$ cat src/rtl/core/assert_macros.svh
// shared assertion macros for the scheduler core
`ifndef ASSERT_MACROS_SVH
`define ASSERT_MACROS_SVH

// plain clocked property, disabled while in reset
`define ASSERT_CLK(label, clk, rst_n, prop, msg) \
    label: assert property (@(posedge clk) disable iff (!rst_n) (prop)) else $error(msg);

// same-cycle implication
`define ASSERT_IMP(label, clk, rst_n, ante, cons, msg) \
    label: assert property (@(posedge clk) disable iff (!rst_n) (ante) |-> (cons)) \
        else $error(msg);

// next-cycle implication
`define ASSERT_NEXT(label, clk, rst_n, ante, cons, msg) \
    label: assert property (@(posedge clk) disable iff (!rst_n) (ante) |=> (cons)) \
        else $error(msg);

`endif

$ cat src/rtl/core/djs_pkg.sv
package djs_pkg;

    // input word: one job
    typedef struct packed {
        logic [15:0] job_deadline;
        logic [15:0] job_profit;
        logic        last_job;
    } t_job_in;

    // output word: one schedule summary
    typedef struct packed {
        logic [6:0]  jobs_taken;
        logic [21:0] total_profit;
        logic        overflow;
    } t_job_out;

    // operation broadcast to every store cell
    typedef enum logic [1:0] {
        OP_HOLD,
        OP_INSERT,
        OP_POP
    } t_cell_op;

    // sequencer states
    typedef enum logic [1:0] {
        ST_LOAD,
        ST_CMP,
        ST_UPD,
        ST_DONE
    } t_state;

    // true if job a ranks ahead of job b: higher profit, then earlier deadline
    function automatic logic goes_before(input logic [15:0] pa, input logic [15:0] da,
                                         input logic [15:0] pb, input logic [15:0] db);
        logic res;
        if (pa != pb) begin
            res = (pa > pb);
        end else begin
            res = (da < db);
        end
        return res;
    endfunction

endpackage

$ cat src/rtl/core/djs_store_cell.sv
module djs_store_cell #(
    parameter int DW = 7
) (
    input  logic                i_clk,
    input  logic                i_rst_n,
    input  djs_pkg::t_cell_op   i_op,
    input  logic [15:0]         i_new_profit,
    input  logic [DW-1:0]       i_new_deadline,
    input  logic                i_prev_keep,
    input  logic                i_prev_valid,
    input  logic [15:0]         i_prev_profit,
    input  logic [DW-1:0]       i_prev_deadline,
    input  logic                i_next_valid,
    input  logic [15:0]         i_next_profit,
    input  logic [DW-1:0]       i_next_deadline,
    output logic                o_valid,
    output logic [15:0]         o_profit,
    output logic [DW-1:0]       o_deadline,
    output logic                o_keep
);

    logic          r_valid, n_valid;
    logic [15:0]   r_profit, n_profit;
    logic [DW-1:0] r_deadline, n_deadline;

    // this cell stays put when its job ranks at or ahead of the new one
    assign o_keep = r_valid && !djs_pkg::goes_before(i_new_profit, 16'(i_new_deadline),
                                                     r_profit, 16'(r_deadline));

    // insert: keep, take new job, or take the one from above; pop: shift up
    always_comb begin
        n_valid    = r_valid;
        n_profit   = r_profit;
        n_deadline = r_deadline;
        unique case (i_op)
            djs_pkg::OP_INSERT: begin
                if (!o_keep) begin
                    if (i_prev_keep) begin
                        n_valid    = 1'b1;
                        n_profit   = i_new_profit;
                        n_deadline = i_new_deadline;
                    end else begin
                        n_valid    = i_prev_valid;
                        n_profit   = i_prev_profit;
                        n_deadline = i_prev_deadline;
                    end
                end
            end
            djs_pkg::OP_POP: begin
                n_valid    = i_next_valid;
                n_profit   = i_next_profit;
                n_deadline = i_next_deadline;
            end
            default: begin
            end
        endcase
    end

    // valid bit
    always_ff @(posedge i_clk) begin
        if (!i_rst_n) begin
            r_valid <= 1'b0;
        end else begin
            r_valid <= n_valid;
        end
    end

    // job payload
    always_ff @(posedge i_clk) begin
        r_profit   <= n_profit;
        r_deadline <= n_deadline;
    end

    assign o_valid    = r_valid;
    assign o_profit   = r_profit;
    assign o_deadline = r_deadline;

endmodule

$ cat config.mk
export PLATFORM = sky130hd
export DESIGN_NAME = djs_store_cell
export DESIGN_NICKNAME = d
export VERILOG_FILES = /design/src/rtl/core/assert_macros.svh /design/src/rtl/core/djs_pkg.sv /design/src/rtl/core/djs_store_cell.sv
export SDC_FILE = /design/constraint.sdc
export NUM_CORES = 1
export LEC_CHECK = 0
export ABC_AREA = 1
export BUFFER_PORTS_ARGS = -buffer_cell sky130_fd_sc_hd__buf_2
export CAP_MARGIN = 20
export CORE_MARGIN = 4
export CORE_UTILIZATION = 30
export DETAILED_ROUTE_END_ITERATION = 16
export MAX_ROUTING_LAYER = met4
export PLACE_DENSITY = 0.68
export SLEW_MARGIN = 10
export SYNTH_ARGS = -nofsm -noshare
export SYNTH_HDL_FRONTEND = slang
export SYNTH_SLANG_ARGS = --single-unit
$ cat constraint.sdc
create_clock -name i_clk -period 2.5 [get_ports i_clk]
set_input_delay 0.5 -clock i_clk [delete_from_list [all_inputs] [get_ports i_clk]]
set_output_delay 0.5 -clock i_clk [all_outputs]
set_load 0.01 [all_outputs]
* Word level (Yosys, flattened, before mapping)
Index checks and enable logic that the tools add are counted.
** Storage, ports and cells
- Register bits after elaboration :: 24
- Bits of input ports :: 76
- Word-level logic and storage cells :: 23
** Cells by class
- Magnitude comparators :: 2
- Equal/unequal tests :: 4
- Muxes and demuxes :: 10
- Reductions and logical operators :: 4
** Operators with widths (count)
- $mux 16 :: 2
- $pmux 16 s2 :: 1
- $gt 16x16->1 :: 1
- $ne 16x16->1 :: 1
- $mux 7 :: 2
- $pmux 7 s2 :: 1
- $lt 7x7->1 :: 1
- $mux 1 :: 3
- $eq 2x1->1 const B :: 1
- $eq 2x2->1 const B :: 1
- $ne 2x2->1 const B :: 1
- $pmux 1 s2 :: 1
- $reduce_and 2->1 :: 1
- $reduce_bool 2->1 :: 1
- $logic_and 1x1->1 :: 1
- $logic_not 1->1 :: 1

* Depth between registers and ports, before layout
- Depth after elaboration :: 6
- Gate-level depth with buffers :: 17
- Depth with buffers taken out :: 17

* Least setup slack after synthesis
Ideal clock, no wire load.
- Path kind :: input to register
- Start :: in i_new_profit[11]
- End :: reg r_deadline[0] (netlist: o_deadline[0]), enable pin
- Setup time :: 380 ps
- Arrival time :: 1914 ps
- Required time :: 2120 ps
- Setup slack :: 206 ps
- Cell stages on the path :: 11
- Cells stage by stage :: ha_1 nand2_1 inv_2 nand3_2 nor2_1 nand3b_1 nor2_1 nor2_1 nand2_2 nand2_2 nand2_1
** On the way
- Longest elaborated chain between the ends :: 6
- Elaborated cells on any way between the ends :: 7
** RTL lines
- start: declaration :: RTL line djs_store_cell.sv:7 : input logic [15:0] i_new_profit,
- $gt 16x16->1 or $ne 16x16->1 (tied branches) :: RTL line djs_pkg.sv:37, djs_pkg.sv:36
- $mux 1 (*) :: RTL line djs_pkg.sv:36 : if (pa != pb) begin
- $logic_not 1->1 (*) :: RTL line djs_store_cell.sv:27 : assign o_keep = r_valid && !djs_pkg::goes_before(i_new_profit, 16'(i_new_deadline),
- $logic_and 1x1->1 (*) :: RTL line djs_store_cell.sv:27
- $ne 2x2->1 (no line) (*)
- $reduce_and 2->1 (no line) (*)
- end signal: assignment :: RTL line djs_store_cell.sv:71 : r_deadline <= n_deadline;
- end: declaration :: RTL line djs_store_cell.sv:24 : logic [DW-1:0] r_deadline, n_deadline;
Every way passes the cells marked *; elsewhere a longest branch is shown, timed or not.
A chain may end at the register's enable or synchronous reset.

* Worst setup path after layout
- Start :: reg r_profit[15] (netlist: o_profit[15])
- End :: out o_keep
** On the way
- Longest elaborated chain between the ends :: 4
- Elaborated cells on any way between the ends :: 5
** RTL lines
- start: declaration :: RTL line djs_store_cell.sv:23 : logic [15:0] r_profit, n_profit;
- start signal: assignment :: RTL line djs_store_cell.sv:70 : r_profit <= n_profit;
- $gt 16x16->1 or $ne 16x16->1 (tied branches) :: RTL line djs_pkg.sv:37, djs_pkg.sv:36
- $mux 1 (*) :: RTL line djs_pkg.sv:36
- $logic_not 1->1 (*) :: RTL line djs_store_cell.sv:27
- $logic_and 1x1->1 (*) :: RTL line djs_store_cell.sv:27
- end: declaration :: RTL line djs_store_cell.sv:19 : output logic o_keep
Marks and branches as above.

==> impl_metrics.env <==
export IMPL_status="complete, no violations"
export IMPL_n_antenna_cell=0
export IMPL_intPower_uw=853.0
export IMPL_area_delta_synth_final_pct=37.19
export IMPL_drv_cap=0
export IMPL_drt_total_wl_um=5028
export IMPL_combPwrFrac_pct=28.1
export IMPL_leakagePower_nw=1.337
export IMPL_hold_buffers=0
export IMPL_layout_min_cycle_time_ns=2.318
export IMPL_routed_via_density=4.537
export IMPL_die_area_sq_mm=0.007365
export IMPL_clk_latency_ns=0.27
export IMPL_dp_hpwl_um=4132
export IMPL_vias=1883
export IMPL_cp_top_family="simple AND/OR/NAND/NOR gates"
export IMPL_wl_per_cell_um=12.12
export IMPL_drt_iter0_drc=45
export IMPL_cts_setup_buffers=0
export IMPL_grt_pass1_vias=1846
export IMPL_root_buffer="clkbuf_8"
export IMPL_synthDistinctLibCells=20
export IMPL_post_route_util_pct=42.35
export IMPL_reg2reg_depth=11
export IMPL_crit_path_max_fanout=3
export IMPL_die_h_um=85.82
export IMPL_syn_area_sq_mm=0.001817
export IMPL_worstPathRequired_ns=2.00
export IMPL_start_util_pct=30.87
export IMPL_gr_total_overflow=0
export IMPL_grt_pass1_wl_um=8100
export IMPL_place_gp_congestion=0.7467
export IMPL_fin_tns_setup_ns=0
export IMPL_hp_class="in2reg"
export IMPL_pwr_share_seq_pct=42.5
export IMPL_clk_pin_slew_worst_paths_ns=0.09
export IMPL_yosys_warnings=0
export IMPL_coreArea_sq_mm=0.005886
export IMPL_cts_tree="done"
export IMPL_grt_total_usage_pct=14.18
export IMPL_final_common_cell="buf_2"
export IMPL_htreeDepth=1
export IMPL_clock_fmax_mhz=431.5
export IMPL_cts_buffers=3
export IMPL_worst_setup_path_end_kind="primary output"
export IMPL_antenna_found_initial=0
export IMPL_layout_common_cells="100 x buf_2, 69 x nand2_1, 34 x nor2_1, 31 x inv_1, 23 x edfxtp_1"
export IMPL_ant_nets=0
export IMPL_p_sw_uw=338.4
export IMPL_synth_seq_cells=24
export IMPL_arrival_ns=1.82
export IMPL_grt_max_degree=29
export IMPL_hold_viol_final=0
export IMPL_fin_skew_ns=0.004233
export IMPL_io_buffers=100
export IMPL_clock_path_buffers=2
export IMPL_rows=28
export IMPL_setup_worst_path_start_class="flip-flop"
export IMPL_power_frac_clock_pct=29.3
export IMPL_whs_path_depth=3
export IMPL_dr_pass1_iters=4
export IMPL_max_stage_delay_ns=0.37
export IMPL_ios=101
export IMPL_crit_chain="inv_1 -> ha_1 -> nand4_1 -> nor2_2 -> nand3b_1 -> nor2_1 -> nor2_1 -> nand2_2 -> inv_1 -> buf_2"
export IMPL_cts_repair_resized=0
export IMPL_slew_limit_headroom_pct=60.33
export IMPL_rsz0062_at_grt="no"
export IMPL_critPathBufInv=3
export IMPL_cp_num_cells=10
export IMPL_p_per_area_mw_per_mm2=478.0
export IMPL_tightestPinTransition_ns=0.5944
export IMPL_postSynthAreaPerCell_sq_um=7.601
export IMPL_drv_slew=0
export IMPL_final_nets=439
export IMPL_period_share_pct=92.70
export IMPL_crit_slowest_cell="edfxtp_1"
export IMPL_cts_sinks=24
export IMPL_seq_area_frac_synth_pct=39.12
export IMPL_drive_above_1_share_pct=33.82
export IMPL_switching_share_pct=28.40
export IMPL_syn_instance_count=239
export IMPL_drc=0
export IMPL_die_w_um=85.82
export IMPL_irDropWorstVdd_mv=0.2083
export IMPL_path_class="reg2out"
export IMPL_synth_fp_nets=337
export IMPL_setup_viol_count_final=0
synth_stat cells:
library cell  count  area [sq um]
inv_1            31         116.4
clkbuf_1          6         22.52
ha_1             22         275.3
o21ai_0           4         20.02
buf_1             2         7.510
nand2_1          69         259.0
nand2_2           2         12.51
o21a_1            1         7.510
buf_4             1         7.510
a21oi_1          12         60.06
edfxtp_1         23         690.7
a21o_1            1         7.510
nand3_2           1         10.01
dfxtp_1           1         20.02
nand3_1           4         20.02
a31oi_1          21         131.4
nand3b_1          1         7.510
nand4_1           1         6.260
nor2_1           35         131.4
inv_2             1         3.750
path summary, 6_finish.rpt:
check / from / slack (ns) / end
max: o_profit[15] / 0.18 / o_keep
min: i_rst_n / 0.46 / o_valid
max reg2reg: o_profit[15] / 0.46 / o_profit[7]
min reg2reg: o_valid / 0.61 / o_valid
power groups by stage:
stage	clock network, mW	logic (mW)	registers, mW
after global routing	0.386	0.388	0.511
final	0.350	0.335	0.507
after global placement	0	0.335	0.515
after CTS	0.369	0.342	0.507
after floorplan	0	0.172	0.533
after detailed placement	0	0.341	0.516
kinds of logic (layout without fill, tap and decap cells):
group,Yosys count,count (layout),share of synthesized area (%)
AND/OR/NAND/NOR,113,113,24.59
flip-flops,24,24,39.12
AO/OA/AOI/OAI,39,39,12.47
adder cells (fa/ha/maj),22,22,15.15
buffers and inverters,41,142,8.678
tightest hold or removal path: stages:
cell	delay, ns
buf_2	0.10
nand2_1	0.06
nor2_1	0.03
state kept, by name, summed over array words and instances, names as in the netlist:
name / cells
o_deadline: 7
o_valid: 1
o_profit: 16
per-layer routing:
| metal | wire length (um) | up-vias | global-route usage (%) |
|---|---|---|---|
| met2 | 2444 | 52 | 24.93 |
| li1 | - | 993 | - |
| met4 | 21 | 0 | 3.597 |
| met3 | 314 | 2 | 2.498 |
| met5 | 0 | - | - |
| met1 | 2247 | 836 | 16.75 |
stage by stage:
stage          hold slack (ns)  setup slack [ns]  area [sq um]  power (mW)  cells
2_1_floorplan           0.5800            0.2063          1817      0.7048    239
3_3_place_gp            0.5951            0.2270          2419      0.8497    411
3_5_place_dp            0.6118            0.1996          2419      0.8565    411
4_1_cts                 0.4400            0.1161          2490       1.219    415
5_1_grt                 0.4721           0.01245          2492       1.285    415
6_report                0.4586            0.1825          2492       1.191    415
area by class of cell:
class | instances | area (sq um)
clock buffers | 3 | 41.29
well taps | 75 | 93.84
flip-flops and latches | 24 | 710.7
fillers | 618 | 3393
repair buffers | 106 | 545.5
inverters | 32 | 120.1
multi-input cells | 174 | 950.9
clock inverters | 1 | 30.03
Note: power is estimated with default switching activity, not from simulation.
