<file path="config.mk">
export PLATFORM = sky130hd
export DESIGN_NAME = djs_slot_cell
export DESIGN_NICKNAME = d
export VERILOG_FILES = /design/src/rtl/core/assert_macros.svh /design/src/rtl/core/djs_slot_cell.sv
export SDC_FILE = /design/constraint.sdc
export NUM_CORES = 1
export LEC_CHECK = 0
export ABC_AREA = 1
export BUFFER_PORTS_ARGS = -buffer_cell sky130_fd_sc_hd__buf_2
export CAP_MARGIN = 20
export CORE_AREA = 2 2 39 41
export CTS_BUF_LIST = sky130_fd_sc_hd__clkbuf_16
export DETAILED_ROUTE_END_ITERATION = 16
export DIE_AREA = 0 0 41 43
export HOLD_SLACK_MARGIN = 0.15
export PLACE_DENSITY = 0.55
export SLEW_MARGIN = 20
export SYNTH_ARGS = -nofsm -noshare
export SYNTH_HDL_FRONTEND = slang
export SYNTH_SLANG_ARGS = --single-unit
export TNS_END_PERCENT = 100
</file>
<file path="constraint.sdc">
create_clock -name i_clk -period 3.2 [get_ports i_clk]
set_input_delay 0.16 -clock i_clk [delete_from_list [all_inputs] [get_ports i_clk]]
set_output_delay 0.16 -clock i_clk [all_outputs]
set_load 0.01 [all_outputs]
</file>
<file path="src/rtl/core/assert_macros.svh">
// shared assertion macros for the scheduler core
`ifndef ASSERT_MACROS_SVH
`define ASSERT_MACROS_SVH

// plain clocked property, disabled while in reset
`define ASSERT_CLK(label, clk, rst_n, prop, msg) \
    label: assert property (@(posedge clk) disable iff (!rst_n) (prop)) else $error(msg);

// same-cycle implication
`define ASSERT_IMP(label, clk, rst_n, ante, cons, msg) \
    label: assert property (@(posedge clk) disable iff (!rst_n) (ante) |-> (cons)) \
        else $error(msg);

// next-cycle implication
`define ASSERT_NEXT(label, clk, rst_n, ante, cons, msg) \
    label: assert property (@(posedge clk) disable iff (!rst_n) (ante) |=> (cons)) \
        else $error(msg);

`endif

</file>
<file path="src/rtl/core/djs_slot_cell.sv">
module djs_slot_cell #(
    parameter int SLOT = 1,
    parameter int DW   = 7
) (
    input  logic          i_clk,
    input  logic          i_rst_n,
    input  logic [DW-1:0] i_deadline,
    input  logic          i_cmp_en,
    input  logic          i_inc_en,
    input  logic          i_clear,
    output logic          o_ok
);

    // r_cnt: placed jobs whose deadline is at or below this slot
    logic [DW-1:0] r_cnt;
    logic          r_ok;
    logic          slot_covers;

    assign slot_covers = (i_deadline <= DW'(SLOT));

    // placed-job counter for this prefix of slots
    always_ff @(posedge i_clk) begin
        if (!i_rst_n) begin
            r_cnt <= '0;
        end else if (i_clear) begin
            r_cnt <= '0;
        end else if (i_inc_en && slot_covers) begin
            r_cnt <= r_cnt + 1'b1;
        end
    end

    // room check for the job under test: a free slot stays in this prefix
    always_ff @(posedge i_clk) begin
        if (i_cmp_en) begin
            r_ok <= !slot_covers || (r_cnt < DW'(SLOT));
        end
    end

    assign o_ok = r_ok;

endmodule

</file>
# Word-level counts from Yosys, hierarchy flattened

Cells that the tools add are included.

$add $sub $neg: 1
Order comparisons: 2
Bitwise logic cells: 1
Reduce and logical (&&, ||, !) cells: 4

Operator list:

| kind                                                                          | number |
|---|---|
| 7-bit by 1-bit adder with 7-bit output (second input constant)                | 1 |
| 7-bit by 1-bit <= comparator with 1-bit output (second input constant)        | 1 |
| 7-bit by 1-bit less-than comparator with 1-bit output (second input constant) | 1 |
| 2-bit OR reduction                                                            | 1 |
| 1-bit logical AND                                                             | 1 |
| 1-bit zero test                                                               | 1 |
| 1-bit logical OR                                                              | 1 |
| 1-bit inverter                                                                | 1 |

Register bits after elaboration: 8
Input bits: 12
Output and inout port bits: 1
Word-level logic and storage cells: 10

# Longest topological paths before layout

Gate-level depths: netlist of the first run.

Depth after elaboration: 3
Depth in mapped cells: 7

# Least setup slack after synthesis of the first run

No wires, ideal clock.

Path type: reg-to-reg
Start point: register r_cnt[0]
End point: register r_cnt[6]
Data arrival time: 0.964 ns
Data required time: 3.085 ns
Path slack: 2.121 ns
Stages on the path, launching flop included: 7
Path buffers: 0
Cell sequence: dfxtp_1 > ha_1 > nand3_1 > nor2_1 > nand3_1 > nand2_1 > nor2_1

Cells in the longest elaborated chain, start to end: 1

Ends and longest elaborated chain:

| what                                   | RTL line            | text |
|---|---|---|
| from (decl)                            | djs_slot_cell.sv:15 | `logic [DW-1:0] r_cnt;` |
| from (signal assigned)                 | djs_slot_cell.sv:28 | `r_cnt <= r_cnt + 1'b1;` |
| 7-bit by 1-bit adder with 7-bit output | djs_slot_cell.sv:28 |  |

No other way between the ends.
A chain may end at the register's enable or synchronous reset.

# Final worst setup path of the first run

Ends and elaborated chain as after synthesis.

==> results of run 1 <==
## placed cells by master, fill, tap and decap left out
cell / instances
nor2_2: 1
nor4_1: 1
edfxtp_1: 1
a21oi_1: 5
xor2_1: 1
dfxtp_1: 7
clkbuf_16: 3
xnor2_1: 1
nor2_1: 12
dlygate4sd3_1: 1
nor3_1: 2
o21ai_0: 1
ha_1: 1
inv_1: 5
buf_2: 11
nand4_1: 1
a21o_2: 1
nand3_1: 6
nand2_1: 12
## routing by layer
| metal | global-route usage (%) | vias up | part of all wire [%] |
|---|---|---|---|
| met5 | 0 | - | 0 |
| met1 | 12.7 | 168 | 46 |
| met3 | 9.42 | 4 | 12 |
| met4 | 14.0 | 0 | 4.4 |
| li1 | - | 220 | - |
| met2 | 15.0 | 15 | 38 |
## worst paths after layout
kind / start / to / slack [ns] / cells after the start
worst max register to register: r_cnt[0]$_SDFFE_PP0P_ / r_cnt[6]$_SDFFE_PP0P_ / 1.98 / 6
worst min register to register: r_cnt[4]$_SDFFE_PP0P_ / r_cnt[4]$_SDFFE_PP0P_ / 0.50 / 2
worst min-delay path: i_clear / r_cnt[6]$_SDFFE_PP0P_ / 0.25 / 4
worst max-delay path: r_cnt[0]$_SDFFE_PP0P_ / r_cnt[6]$_SDFFE_PP0P_ / 1.98 / 6
## through the flow
step / total power [uW] / std cells / utilization [%]
4_1_cts: 336 / 89 / 41.0
5_1_grt: 343 / 89 / 41.0
6_report: 330 / 89 / 41.0
3_5_place_dp: 116 / 84 / 34.5
2_1_floorplan: 109 / 58 / -
3_3_place_gp: 115 / 84 / 34.5
## flip-flops by register name, indices dropped and copies added (netlist names)
register / flops
r_cnt: 7
o_ok: 1
## critical path: stages (launching register included)
cell and delay, ns:
dfxtp_1 0.41, ha_1 0.23, nand3_1 0.12, nor2_1 0.14, nand3_1 0.09, nand2_1 0.08, nor2_1 0.03
## power by group through the flow
| stage | registers, uW | clock network (uW) | logic (uW) |
|---|---|---|---|
| after floorplan | 104 | 0 | 5.06 |
| after global placement | 104 | 0 | 11.6 |
| after detailed placement | 104 | 0 | 11.7 |
| after CTS | 102 | 220 | 12.8 |
| after global routing | 102 | 226 | 14.5 |
| final | 102 | 215 | 12.6 |
## cells by family after synthesis
group           share of synthesized area [%]
compound gates                           9.36
xor+xnor                                 4.23
fa+ha+maj                                3.02
buf+inv                                  6.34
flops                                    41.1
simple gates                             36.0
## layout make-up
type | count | area (um2)
clock inverters | 1 | 3.75
well taps | 16 | 20.0
clock buffers | 3 | 75.1
repair buffers | 12 | 65.1
multi-input cells | 45 | 218
fillers | 145 | 817
flip-flops and latches | 8 | 170
inverters | 4 | 15.0
==> results.md, run 1 <==
- Via count: 407
- Layout Nets: 87
- CTS tree: built
- Post-cts sizing count: 0
- Maxcap violations: 0
- Grt ovf: 0
- Register bit count reported by yosys: 8
- Drt first pass iters: 4
- Layout area overhead: 36.9%
- Setup tns final: 0 ns
- Reg power frac: 31.1%
- Largest net degree at the start of global routing: 12
- Clock share of power: 65.1%
- Synthesized net count: 71
- Smallest hold slack: 0.254 ns
- Setup Fix Bufs, Post-CTS: 0
- Initial drt markers: 9
- Yosys cell types: 17
- Later-pin clock latency in the skew report: 0.24 ns
- CP Class: reg -> reg
- Site Rows: 14
- Synth Area per Inst: 7.14 um2
- Final GP Congestion: 0.751
- Sw Share: 17.5%
- Post-Layout Inst Area: 567 um2
- I/O pins: 13
- Crit path max fanout: 6
- Relative slew slack: 73.1%
- Critical Path RT: 3.32 ns
- Via/cell ratio: 4.57
- Pwr dens: 582 nW/um2
- F_max: 0.821 GHz
- Psw: 57.6 uW
- Leakage: 0.000215 uW
- Maximum VDD drop: 0.397 mV
- Comb pwr share: 3.8%
- Pint: 272 uW
- Number of global-route vias before repair: 332
- Sequential share of the synthesized area: 41.1%
- Starting Density: 29.9%
- # setup viols final: 0
- Bufs on Longest Clock Path: 2
- Die ar.: 1760 um2
- Synth top area share: 33.8%
- Final worst path period need: 1.22 ns
- Total track usage: 12.7%
- # port buffers: 11
- Clk_skew: 0.00558 ns
- Die W: 41 um
- Arr. time, crit path: 1.34 ns
- Slack of the critical path: 1.98 ns
- HP Class: in -> reg
- Top cells by area, synth: dfxtp_1 (34%), nand2_1 (11%), nor2_1 (11%)
- Residual DRC: 0
- Post-synth EDFFs: 1
- Share of cells above drive strength 1: 21.9%
- RSZ-0062 raised after global routing: no
- Clock sink total: 8
- H-tree Lvls: 1
- Synth Warn #: 0
- Cells after Synth: 58
- Synth Cell Area: 414 um2
- Setup Slack @ Placement: 1.98 ns
- Fraction of registers with async set/reset: 0%
- Post-route ant nets: 0
- CTS Hold Bufs: 1
- DR WL/cell: 9.24 um
- Detailed Route WL: 822 um
- Final hold violation count: 0
- Antenna diodes: 0
- Synth Flop Type: dfxtp_1
- CP Capture Type: flip-flop
- CTS buffer count: 3
- Clk pin slew, worst setup/hold paths: 0.03 ns
- Synth cell count leaders: nand2_1 (12), nor2_1 (12), dfxtp_1 (7)
- Slew Viols, Final: 0
- Global-route wire length before repair: 1.30 mm
- CP Launch Type: flip-flop
- Yosys top cell by area: dfxtp_1
- Tcrit/Tclk final: 38.1%
- Run status: finished clean
- Placed inst area: 478 um2
- Core area: 1380 um2
- Clk root buf: clkbuf_16
- Post-DP HPWL: 591 um
- Die Y: 43 um
- Initial antenna violation count: 0
- Worst-Margin Slew: 0.404 ns
No activity file was read; power rests on OpenSTA's default activity.
==> inputs of run 2 (changes only) <==
==> constraint.sdc (replaced) <==
create_clock -name i_clk -period 1.15 [get_ports i_clk]
set_input_delay 0.0575 -clock i_clk [delete_from_list [all_inputs] [get_ports i_clk]]
set_output_delay 0.0575 -clock i_clk [all_outputs]
set_load 0.01 [all_outputs]
==> run 2 against run 1 <==
  * Global-route usage increased by 0.49 points
  * Register-to-register slack got worse by 1.9 ns
  * Critical endpoint unchanged
  * Highest routed layer unchanged
  * Critical path type unchanged
  * Cell count increased by 5.6%
  * Setup slack got worse by 1.9 ns
  * Sequential share of layout area decreased by 2.4 points
  * Largest power group unchanged
  * Total power increased to 2.8 times the previous value
==> results.md, run 2 (synthesis gave the netlist of run 1 again) <==
- Run status: finished clean
- Fin util: 45.8%
- Final Power: 921 uW
- HP Class: in -> reg
- Initial drt markers: 9
- Largest net degree at the start of global routing: 12
- Antenna diodes: 0
- Clk pin slew, worst setup/hold paths: 0.04 ns
- Crit path max-delay family: simple AND/OR/NAND/NOR gates
- Maxcap violations: 0
- Worst-Margin Slew: 0.288 ns
- CTS buffer count: 3
- Clock sink total: 8
- Core area: 1380 um2
- CP endpoint: r_cnt[6]$_SDFFE_PP0P_
- Dpl cells: 88
- Leakage: 0.000239 uW
- Residual DRC: 0
- CP startpoint: r_cnt[0]$_SDFFE_PP0P_
- FILL cells: 143
- Slew Viols, Final: 0
- Site Rows: 14
- Layout area overhead: 53.2%
- Later-pin clock latency in the skew report: 0.24 ns
- Pwr dens: 1450 nW/um2
- CTS tree: built
- Share of cells above drive strength 1: 33.3%
- Die Y: 43 um
- Final instance count without filler cells: 94
- Final GP Congestion: 0.736
- Relative slew slack: 80.6%
- Post-DP HPWL: 660 um
- Total track usage: 13.2%
- Register-to-register setup slack: 0.11 ns
- Setup Slack @ Placement: -0.0169 ns
- Post-route ant nets: 0
- Layout Nets: 92
- Tcrit/Tclk final: 90.7%
- Final hold violation count: 0
- F_max: 0.959 GHz
- Initial antenna violation count: 0
- Crit path max fanout: 5
- Detailed Route WL: 929 um
- Global-route wire length before repair: 1.35 mm
- Die W: 41 um
- DR WL/cell: 9.88 um
- Slowest cell on the critical path: dfxtp_4
- Grt ovf: 0
- Drt first pass iters: 4
- Worst Reg2Reg Path Length in Cells: 6
- Arr. time, crit path: 1.17 ns
- RSZ-0062 raised after global routing: no
- FF-to-FF End: r_cnt[6]$_SDFFE_PP0P_
- H-tree Lvls: 1
- CP Class: reg -> reg
- CP Capture Type: flip-flop
- Max reg flops: 7
- Clk_skew: 0.00381 ns
- Commonest non-fill, non-tap cell in the layout: nand2_1
- Starting Density: 29.9%
- Reg-to-Reg Start: r_cnt[0]$_SDFFE_PP0P_
- # port buffers: 11
- Critical path buffers and inverters: 0
- CP Launch Type: flip-flop
- Via count: 437
- Slack of the critical path: 0.107 ns
- Die ar.: 1760 um2
- Most flop-heavy register: r_cnt
- Most frequent cells in the layout: nand2_1 (12), buf_2 (11), nor2_1 (10)
- Final worst path period need: 1.04 ns
- Clk root buf: clkbuf_16
- # setup viols final: 0
- Number of global-route vias before repair: 321
- Via/cell ratio: 4.65
- Maximum VDD drop: 0.929 mV
- Critical Path RT: 1.27 ns
- Max incr delay on CP: 0.37 ns
- CP Depth: 6
- Crit-path cells: ha_4, nand3_2, nor2_2, nand3_1, nand2_1, nor2_1
- I/O pins: 13
- Setup Fix Bufs, Post-CTS: 0
- Bufs on Longest Clock Path: 2
-- run 2: changes by cell type in the layout (fill, tap and decap cells not counted), moves of 2 or more --
cell     change
dfxtp_1      -2
buf_4        +4
nor2_2       +2
nor2_1       -2
-- run 2: final cells by class --
cell class	instances	area (um2)	area share (%)
inverter	4	15.0	2.37
timing repair buffer	17	105	16.6
clock buffer	3	75.1	11.8
sequential	8	175	27.6
tap	16	20.0	3.16
multi-input combinational	45	240	37.9
clock inverter	1	3.75	0.592
-- run 2: layer usage --
metal	vias to the layer above	wire length, um	GRT usage [%]
li1	231	-	-
met1	184	392	14.7
met2	17	392	14.7
met4	0	48	16.0
met3	5	96	7.85
met5	-	0	0
-- run 2: metrics by stage --
step,cell area (um2),hold slack [ns],setup TNS (ns)
floorplan,414,0.170,0
global placement,508,0.260,0
detailed placement,508,0.266,-0.0169
CTS,608,0.204,0
global route,634,0.194,0
finish,634,0.166,0
-- run 2: how the worst min path moves through the flow --
stage / end / slack, ns / from / depth (start not counted)
2_1_floorplan: o_ok$_DFFE_PP_ / 0.17 / i_cmp_en / 0
3_3_place_gp: o_ok$_DFFE_PP_ / 0.26 / i_cmp_en / 1
3_5_place_dp: o_ok$_DFFE_PP_ / 0.27 / i_cmp_en / 1
4_1_cts: r_cnt[0]$_SDFFE_PP0P_ / 0.20 / i_rst_n / 5
5_1_grt: r_cnt[0]$_SDFFE_PP0P_ / 0.19 / i_rst_n / 5
6_report: r_cnt[0]$_SDFFE_PP0P_ / 0.17 / i_rst_n / 5
-- run 2: timing repair --
item	4_1_cts	5_1_grt
setup endpoints to repair	1	4
gates resized for setup	1	7
hold buffers	2	0
pin swaps	0	1
endpoints found under the hold margin	2	0
-- run 2: report_power, final --
group          total [uW]  internal, uW  leakage, uW  switching, uW
Clock                 600           454    0.0000423            146
Combinational        39.1          22.2     0.000132           17.0
Sequential            283           282    0.0000646          0.305
Total                 921           758     0.000239            163
-- run 2: tightest hold or removal path: stages --
cell     delay (ns)
buf_2          0.09
inv_1          0.05
nor2_2         0.06
nand2_1        0.07
nor2_1         0.03
